## src/sv/i2cms_pkg.sv

```systemverilog
// Shared types and constants for the I2C master bit sequencer.
package i2cms_pkg;

   // Command codes
   localparam logic [2:0] CMD_START    = 3'd0;
   localparam logic [2:0] CMD_STOP     = 3'd1;
   localparam logic [2:0] CMD_SEND     = 3'd2;
   localparam logic [2:0] CMD_RECV     = 3'd3;
   localparam logic [2:0] CMD_ACK      = 3'd4;
   localparam logic [2:0] CMD_NACK     = 3'd5;
   localparam logic [2:0] CMD_WAIT_ACK = 3'd6;
   localparam logic [2:0] CMD_UNUSED   = 3'd7;

   localparam int unsigned DELAY_W     = 16;
   localparam logic [DELAY_W-1:0] DELAY_RESET = 16'd240;

   localparam int unsigned IDX_W       = 5;
   localparam logic [IDX_W-1:0] SEND_LAST = 5'd24;
   localparam logic [IDX_W-1:0] RECV_LAST = 5'd17;

   localparam logic [1:0] SUB_IDLE  = 2'd0;
   localparam logic [1:0] SUB_DATA  = 2'd1;
   localparam logic [1:0] SUB_CLOCK = 2'd2;

   typedef enum logic [1:0] {
      ST_IDLE,
      ST_EMIT,
      ST_HOLD
   } state_type;

   typedef struct packed {
      logic       scl;
      logic       sda;
      logic       hold;
      logic       sample;
      logic       last;
      logic [7:0] rx;
      logic       ack;
   } phase_type;

   typedef struct packed {
      logic [2:0]       cmd;
      logic [IDX_W-1:0] idx;
      logic [1:0]       sub;
      logic             tx_msb;
      logic             scl_now;
      logic             sda_now;
      logic [7:0]       line;
   } phase_ctx_type;

endpackage

```

## src/sv/i2cms_timer.sv

```systemverilog
// Delay unit down counter shared by every held phase.
module i2cms_timer (
   input  logic                            clock,
   input  logic                            reset,
   input  logic                            start,
   input  logic [i2cms_pkg::DELAY_W-1:0]   delay_ticks,
   output logic                            done
);
   import i2cms_pkg::*;

   logic [DELAY_W-1:0] cnt_ff;
   logic [DELAY_W-1:0] cnt_in;

   always_comb begin
      if (start) begin
         cnt_in = delay_ticks;
      end else if (cnt_ff != '0) begin
         cnt_in = cnt_ff - {{(DELAY_W-1){1'b0}}, 1'b1};
      end else begin
         cnt_in = cnt_ff;
      end
   end

   always_ff @(posedge clock) begin
      if (reset) begin
         cnt_ff <= '0;
      end else begin
         cnt_ff <= cnt_in;
      end
   end

   // a zero delay behaves like a delay of one
   assign done = (cnt_ff <= {{(DELAY_W-1){1'b0}}, 1'b1});

endmodule

```

## src/sv/i2cms_phase_gen.sv

```systemverilog
// Phase table: pin levels and flags of the current phase of a command.
module i2cms_phase_gen (
   input  i2cms_pkg::phase_ctx_type ctx,
   output i2cms_pkg::phase_type     phase
);
   import i2cms_pkg::*;

   logic d_bit;

   assign d_bit = (ctx.cmd == CMD_NACK);

   always_comb begin
      phase = '0;
      unique case (ctx.cmd)
         CMD_START: begin
            unique case (ctx.idx[1:0])
               2'd0: begin
                  phase.scl = ctx.scl_now;
                  phase.sda = 1'b1;
               end
               2'd1: begin
                  phase.scl  = 1'b1;
                  phase.sda  = 1'b1;
                  phase.hold = 1'b1;
               end
               2'd2: begin
                  phase.scl  = 1'b1;
                  phase.hold = 1'b1;
               end
               default: begin
                  phase.scl  = 1'b1;
                  phase.hold = 1'b1;
                  phase.last = 1'b1;
               end
            endcase
         end
         CMD_STOP: begin
            phase.hold = 1'b1;
            unique case (ctx.idx[1:0])
               2'd0: phase.sda = ctx.sda_now;
               2'd1: phase.sda = 1'b0;
               2'd2: phase.scl = 1'b1;
               default: begin
                  phase.scl  = 1'b1;
                  phase.sda  = 1'b1;
                  phase.last = 1'b1;
               end
            endcase
         end
         CMD_ACK, CMD_NACK: begin
            phase.hold = 1'b1;
            unique case (ctx.idx[1:0])
               2'd0: phase.sda = ctx.sda_now;
               2'd1: phase.sda = d_bit;
               2'd2: begin
                  phase.scl = 1'b1;
                  phase.sda = d_bit;
               end
               default: begin
                  phase.sda  = d_bit;
                  phase.last = 1'b1;
               end
            endcase
         end
         CMD_WAIT_ACK: begin
            phase.sda = 1'b1;
            unique case (ctx.idx[1:0])
               2'd0: begin
                  phase.sda  = ctx.sda_now;
                  phase.hold = 1'b1;
               end
               2'd1: phase.hold = 1'b1;
               2'd2: begin
                  phase.scl    = 1'b1;
                  phase.hold   = 1'b1;
                  phase.sample = 1'b1;
               end
               default: begin
                  phase.last = 1'b1;
                  phase.ack  = ~ctx.line[0];
               end
            endcase
         end
         CMD_SEND: begin
            if (ctx.idx == SEND_LAST) begin
               // sda_now already holds the last data bit
               phase.sda  = ctx.sda_now;
               phase.last = 1'b1;
            end else begin
               phase.hold = 1'b1;
               unique case (ctx.sub)
                  SUB_DATA: phase.sda = ctx.tx_msb;
                  SUB_CLOCK: begin
                     phase.scl = 1'b1;
                     phase.sda = ctx.tx_msb;
                  end
                  default: phase.sda = ctx.sda_now;
               endcase
            end
         end
         CMD_RECV: begin
            phase.sda = 1'b1;
            priority if (ctx.idx == '0) begin
               phase.scl = ctx.scl_now;
            end else if (ctx.idx == RECV_LAST) begin
               phase.last = 1'b1;
               phase.rx   = ctx.line;
            end else if (ctx.idx[0]) begin
               phase.hold = 1'b1;
            end else begin
               phase.scl    = 1'b1;
               phase.hold   = 1'b1;
               phase.sample = 1'b1;
            end
         end
         default: phase = '0;
      endcase
   end

endmodule

```

## src/sv/i2c_master_bit_sequencer.sv

```systemverilog
// I2C master bit sequencer top level: command intake, phase sequencer, delay timer.
//
// Each accepted command expands into a run of SCL/SDA pin phases, one result
// item per phase: start, stop, ack, no-ack and wait-ack give 4 phases, send
// byte 25 and receive byte 18. The block takes one command at a time and
// holds req_stall high until the last phase of its run has been taken and,
// if held, its delay unit has run out. A phase with hold set is followed by
// one delay unit set by the delay register (written from csr_write_data; a
// zero value acts as one), timed by a single shared down counter; every phase
// is also presented on the result port and stays there while rsp_stall is
// high. Of the phases, 3 are held for start and wait-ack, 4 for stop, ack and
// no-ack, 24 for send byte and 16 for receive byte. Command code 7 is taken
// and dropped with no phases. Write the delay register only while idle.
// SCL and SDA levels of the last phase are kept across commands (both high
// after reset).
module i2c_master_bit_sequencer (
   input  logic        clock,
   input  logic        reset,
   input  logic        req_valid,
   output logic        req_stall,
   input  logic [2:0]  req_cmd,
   input  logic [7:0]  req_tx_byte,
   input  logic [7:0]  req_line_bits,
   output logic        rsp_valid,
   input  logic        rsp_stall,
   output logic        rsp_scl_level,
   output logic        rsp_sda_level,
   output logic        rsp_hold_units,
   output logic        rsp_sample_point,
   output logic        rsp_last_phase,
   output logic [7:0]  rsp_rx_byte,
   output logic        rsp_ack_seen,
   input  logic        csr_write_enable,
   input  logic [15:0] csr_write_data
);
   import i2cms_pkg::*;

   state_type          state_ff, state_in;
   logic [DELAY_W-1:0] delay_ff;
   logic               scl_now_ff, sda_now_ff;
   logic [2:0]         cmd_ff;
   logic [7:0]         tx_ff, line_ff;
   logic [IDX_W-1:0]   idx_ff;
   logic [1:0]         sub_ff;
   logic               done_ff;

   logic               req_take, rsp_take;
   logic               timer_start, timer_done;
   phase_ctx_type      ctx;
   phase_type          phase;

   assign req_take    = req_valid && !req_stall;
   assign rsp_take    = rsp_valid && !rsp_stall;
   // held phases kick the shared timer as they leave the port
   assign timer_start = rsp_take && phase.hold;

   // ---- phase lookup ----
   assign ctx.cmd     = cmd_ff;
   assign ctx.idx     = idx_ff;
   assign ctx.sub     = sub_ff;
   assign ctx.tx_msb  = tx_ff[7];
   assign ctx.scl_now = scl_now_ff;
   assign ctx.sda_now = sda_now_ff;
   assign ctx.line    = line_ff;

   i2cms_phase_gen u_phase_gen (
      .ctx   (ctx),
      .phase (phase)
   );

   i2cms_timer u_timer (
      .clock       (clock),
      .reset       (reset),
      .start       (timer_start),
      .delay_ticks (delay_ff),
      .done        (timer_done)
   );

   // ---- sequencer: next state ----
   always_comb begin
      state_in = state_ff;
      unique case (state_ff)
         ST_IDLE: begin
            if (req_take && req_cmd != CMD_UNUSED) begin
               state_in = ST_EMIT;
            end
         end
         ST_EMIT: begin
            if (rsp_take) begin
               priority if (phase.hold) begin
                  state_in = ST_HOLD;
               end else if (phase.last) begin
                  state_in = ST_IDLE;
               end else begin
                  state_in = ST_EMIT;
               end
            end
         end
         ST_HOLD: begin
            if (timer_done) begin
               state_in = done_ff ? ST_IDLE : ST_EMIT;
            end
         end
         default: state_in = ST_IDLE;
      endcase
   end

   // ---- sequencer: outputs ----
   always_comb begin
      req_stall = 1'b1;
      rsp_valid = 1'b0;
      unique case (state_ff)
         ST_IDLE: req_stall = 1'b0;
         ST_EMIT: rsp_valid = 1'b1;
         ST_HOLD: rsp_valid = 1'b0;
         default: req_stall = 1'b1;
      endcase
   end

   assign rsp_scl_level    = phase.scl;
   assign rsp_sda_level    = phase.sda;
   assign rsp_hold_units   = phase.hold;
   assign rsp_sample_point = phase.sample;
   assign rsp_last_phase   = phase.last;
   assign rsp_rx_byte      = phase.rx;
   assign rsp_ack_seen     = phase.ack;

   // ---- control registers ----
   always_ff @(posedge clock) begin
      if (reset) begin
         state_ff   <= ST_IDLE;
         delay_ff   <= DELAY_RESET;
         scl_now_ff <= 1'b1;
         sda_now_ff <= 1'b1;
         done_ff    <= 1'b0;
      end else begin
         state_ff <= state_in;
         if (csr_write_enable) begin
            delay_ff <= csr_write_data;
         end
         if (rsp_take) begin
            scl_now_ff <= phase.scl;
            sda_now_ff <= phase.sda;
            done_ff    <= phase.last;
         end
      end
   end

   // ---- item registers ----
   always_ff @(posedge clock) begin
      if (req_take) begin
         cmd_ff  <= req_cmd;
         tx_ff   <= req_tx_byte;
         line_ff <= req_line_bits;
         idx_ff  <= '0;
         sub_ff  <= SUB_IDLE;
      end else if (rsp_take) begin
         idx_ff <= idx_ff + {{(IDX_W-1){1'b0}}, 1'b1};
         // send byte: three phases per bit, shift after the clock-high phase
         if (sub_ff == SUB_CLOCK) begin
            sub_ff <= SUB_IDLE;
            tx_ff  <= {tx_ff[6:0], 1'b0};
         end else begin
            sub_ff <= sub_ff + 2'd1;
         end
      end
   end

endmodule

```

## config.mk

```make
export PLATFORM = sky130hd
export DESIGN_NAME = i2c_master_bit_sequencer
export DESIGN_NICKNAME = d
export VERILOG_FILES = /design/src/sv/i2cms_pkg.sv /design/src/sv/i2cms_timer.sv /design/src/sv/i2cms_phase_gen.sv /design/src/sv/i2c_master_bit_sequencer.sv
export SDC_FILE = /design/constraint.sdc
export NUM_CORES = 1
export LEC_CHECK = 0
export ABC_CLOCK_PERIOD_IN_PS = 4400
export BUFFER_PORTS_ARGS = -buffer_cell sky130_fd_sc_hd__buf_2
export CORE_UTILIZATION = 35
export CTS_CLUSTER_SIZE = 14
export DETAILED_ROUTE_END_ITERATION = 10
export HOLD_SLACK_MARGIN = 0.02
export MAX_ROUTING_LAYER = met4
export PLACE_DENSITY_LB_ADDON = 0.1
export SYNTH_ARGS = -nofsm -noshare
export SYNTH_HDL_FRONTEND = slang
export SYNTH_SLANG_ARGS = --single-unit
```

## constraint.sdc

```tcl
create_clock -name clock -period 4.4 [get_ports clock]
set_input_delay 0.44 -clock clock [delete_from_list [all_inputs] [get_ports clock]]
set_output_delay 0.44 -clock clock [all_outputs]
set_load 0.02 [all_outputs]
```

==> key figures <==
Status
  – Outcome: finished, final reports clean

Worst setup path
  – Slowest-stage cell, CP: dfxtp_1
  – Slowest Stage Delay on Critical Path: 0.45 ns
  – Crit-path max FO: 10
  – Worst path cell trace: inv_1, ha_1, or2_2, a21boi_0, o221ai_1, nor2_1, inv_1, buf_2
  – Crit path top cell by count: inv_1
  – Type of origin of the critical path: register
  – Bufs and invs on worst path: 3
  – Crit path arrival time: 2.18 ns
  – WS Path Type: register to output port
  – Critical Path RT: 3.96 ns
  – CP Capture Type: output port
  – Crit-path leading delay family: simple AND/OR/NAND/NOR gates

Yosys
  – EDFF count, synth: 19
  – Synth unique cells: 55
  – Seq/Total Area, Yosys: 44.8%
  – Synthesized cell area: 3240 um^2
  – Area share of the largest cell type after synthesis: 27.2%
  – Top_reg_cell synth: dfxtp_1
  – Syn_nets: 396
  – Yosys reg bits: 63
  – Syn Area/Cell: 9.37 um^2
  – Syn Inst Count: 346
  – Synth warn: 0
  – Asr flop ratio synth: 0%
  – Area contributors post-synth: dfxtp_1, edfxtp_1, mux2i_1, nor2_1, ha_1
  – Synth area leader: dfxtp_1

Pwr
  – Maximum vdd drop: 0.181 mV
  – Lkg Pwr: 0.00157 uW
  – Power Dens Cells: 514 nW/um^2

Clock network
  – Cts hold-fix bufs: 0
  – Clk sinks: 63
  – Clk Latency, worst-skew pair: 0.33 ns
  – CTS resizes: 0
  – Postcts setup bufs: 0
  – Cts bufs inserted: 9
  – CTS tree: yes
  – CTS clock-pin slew for the worst setup and hold paths: 0.08 ns
  – H-tree levels: 3
  – Bufs on Longest Clock Path: 2
  – CTS Root Buffer Type: clkbuf_8

GRT
  – Initial antenna violation count: 0
  – Overall Global Routing Usage: 16.3%
  – Largest net degree at the start of global routing: 40
  – First-pass GRT wire length: 12000 um
  – Vias in the first global route: 2340
  – Gr ovfl total: 0

Job
  – Max Cap Violations: 0

Route
  – Pre-Repair DR Iteration Count: 6
  – Final wirelength: 7340 um
  – Residual DRC count: 0
  – Via count: 2616
  – Vias/cell: 5.16
  – Final ANT Viol Nets: 0
  – 1st-iter DRT viols: 86
  – Wirelength per Cell: 14.5 um

Die
  – Die W: 98.2 um
  – Die Y: 98.2 um
  – Die area: 9650 um^2
  – CORE AREA: 8850 um^2
  – Row count: 34
  – Starting Density: 36.6%
  – Io pins: 56

Finish
  – Area Growth Syn to Fin: 16.9%
  – Antenna Cells: 0
  – Util after Layout: 42.8%
  – Non-Filler Instances: 507
  – Nets: 444
  – Commonest cells after routing, fill and taps aside: buf_2, dfxtp_1, nor2_1, nand2_1, a21oi_1
  – Ratio of cells with drive above 1 in the final layout: 22.8%
  – Layout fillers: 923
  – Most common cell after layout, fill and taps aside: buf_2
  – Post-route cell area: 3790 um^2

STA
  – Max_slew headroom: 32.4%
  – Post-layout min period: 2.62 ns
  – Final period util: 59.6%
  – Final setup fails: 0
  – Final Slew Violations: 0
  – Final Hold Vio Count: 0
  – Setup_tns: 0 ns
  – Peak Freq: 0.381 GHz
  – RSZ-0062 raised after global routing: false
  – Slew @ Worst Pin: 1.01 ns
  – WHS: 0.280 ns
  – Clock Skew: 0.0119 ns

Place
  – Dpl hpwl: 5210 um
  – Placed cells: 491
  – GPL Wtd Cong: 0.798
  – Placed instance area: 3590 um^2
  – IO buf count: 55

Worst hold path
  – Type of the most critical hold path: input port to register
## power by group
part           total [uW]  internal [uW]  switching [uW]
Sequential            789            695            94.8
Combinational         655            295             360
Clock                 506            261             244
Total                1950           1250             699
## metal layers
layer | GRT usage [%] | vias to the layer above | routed length (um)
met4 | 4.71 | 0 | 90
met1 | 23.9 | 1196 | 3880
met3 | 4.15 | 13 | 431
li1 | - | 1332 | -
met5 | - | - | 0
met2 | 21.8 | 75 | 2940
## sequential cells by signal (all words and copies together) (netlist names)
signal and flops:
delay_ff 16, u_timer.cnt_ff 16, line_ff 8, tx_ff 8, idx_ff 5, cmd_ff 3, state_ff 2, sub_ff 2
done_ff 1, scl_now_ff 1, sda_now_ff 1
## metrics by stage
stage / setup slack [ns] / power, uW
3_3_place_gp: 2.17 / 1450
2_1_floorplan: 2.14 / 1310
5_1_grt: 1.58 / 2090
3_5_place_dp: 2.13 / 1460
6_report: 1.78 / 1950
4_1_cts: 1.75 / 1970
## final timing paths
check	startpoint	endpoint	slack, ns	cells past startpoint
max	idx_ff[0]$_SDFFE_PP0P_	rsp_sda_level	1.78	8
min	req_line_bits[0]	line_ff[0]$_DFFE_PP_	0.28	1
max reg2reg	idx_ff[0]$_SDFFE_PP0P_	state_ff[0]$_SDFFE_PP0P_	2.24	7
min reg2reg	delay_ff[2]$_SDFFE_PP0P_	u_timer.cnt_ff[2]$_SDFFE_PP0P_	0.45	2
## cell usage after synthesis, types with 7 or more instances
master    instances
nand2_1          23
mux2_2            7
a21oi_1          20
and2_1            9
clkbuf_1         16
ha_1             10
mux2i_1          16
nand3_1          11
nor2_1           38
nor3_1           14
edfxtp_1         19
inv_1            12
nor2b_1          10
dfxtp_1          44
nand2b_1          8
## cell type report
type	instances	area, um^2	share of cell area [%]
multi-input combinational	250	1660	43.9
sequential	63	1450	38.3
timing repair buffer	58	298	7.86
tap	108	135	3.57
clock buffer	9	124	3.27
clock inverter	7	73.8	1.95
inverter	12	45.0	1.19
## cell families (layout without fill, tap and decap cells)
group / Yosys count / after routing / synth area share, %
buf+inv: 33 / 86 / 3.98
fa+ha+maj: 10 / 10 / 3.86
simple gates: 152 / 152 / 25.9
mux: 24 / 24 / 7.72
xor+xnor: 8 / 8 / 2.16
compound gates: 56 / 56 / 11.6
flops: 63 / 63 / 44.8
(Power assumes the default switching activity.)
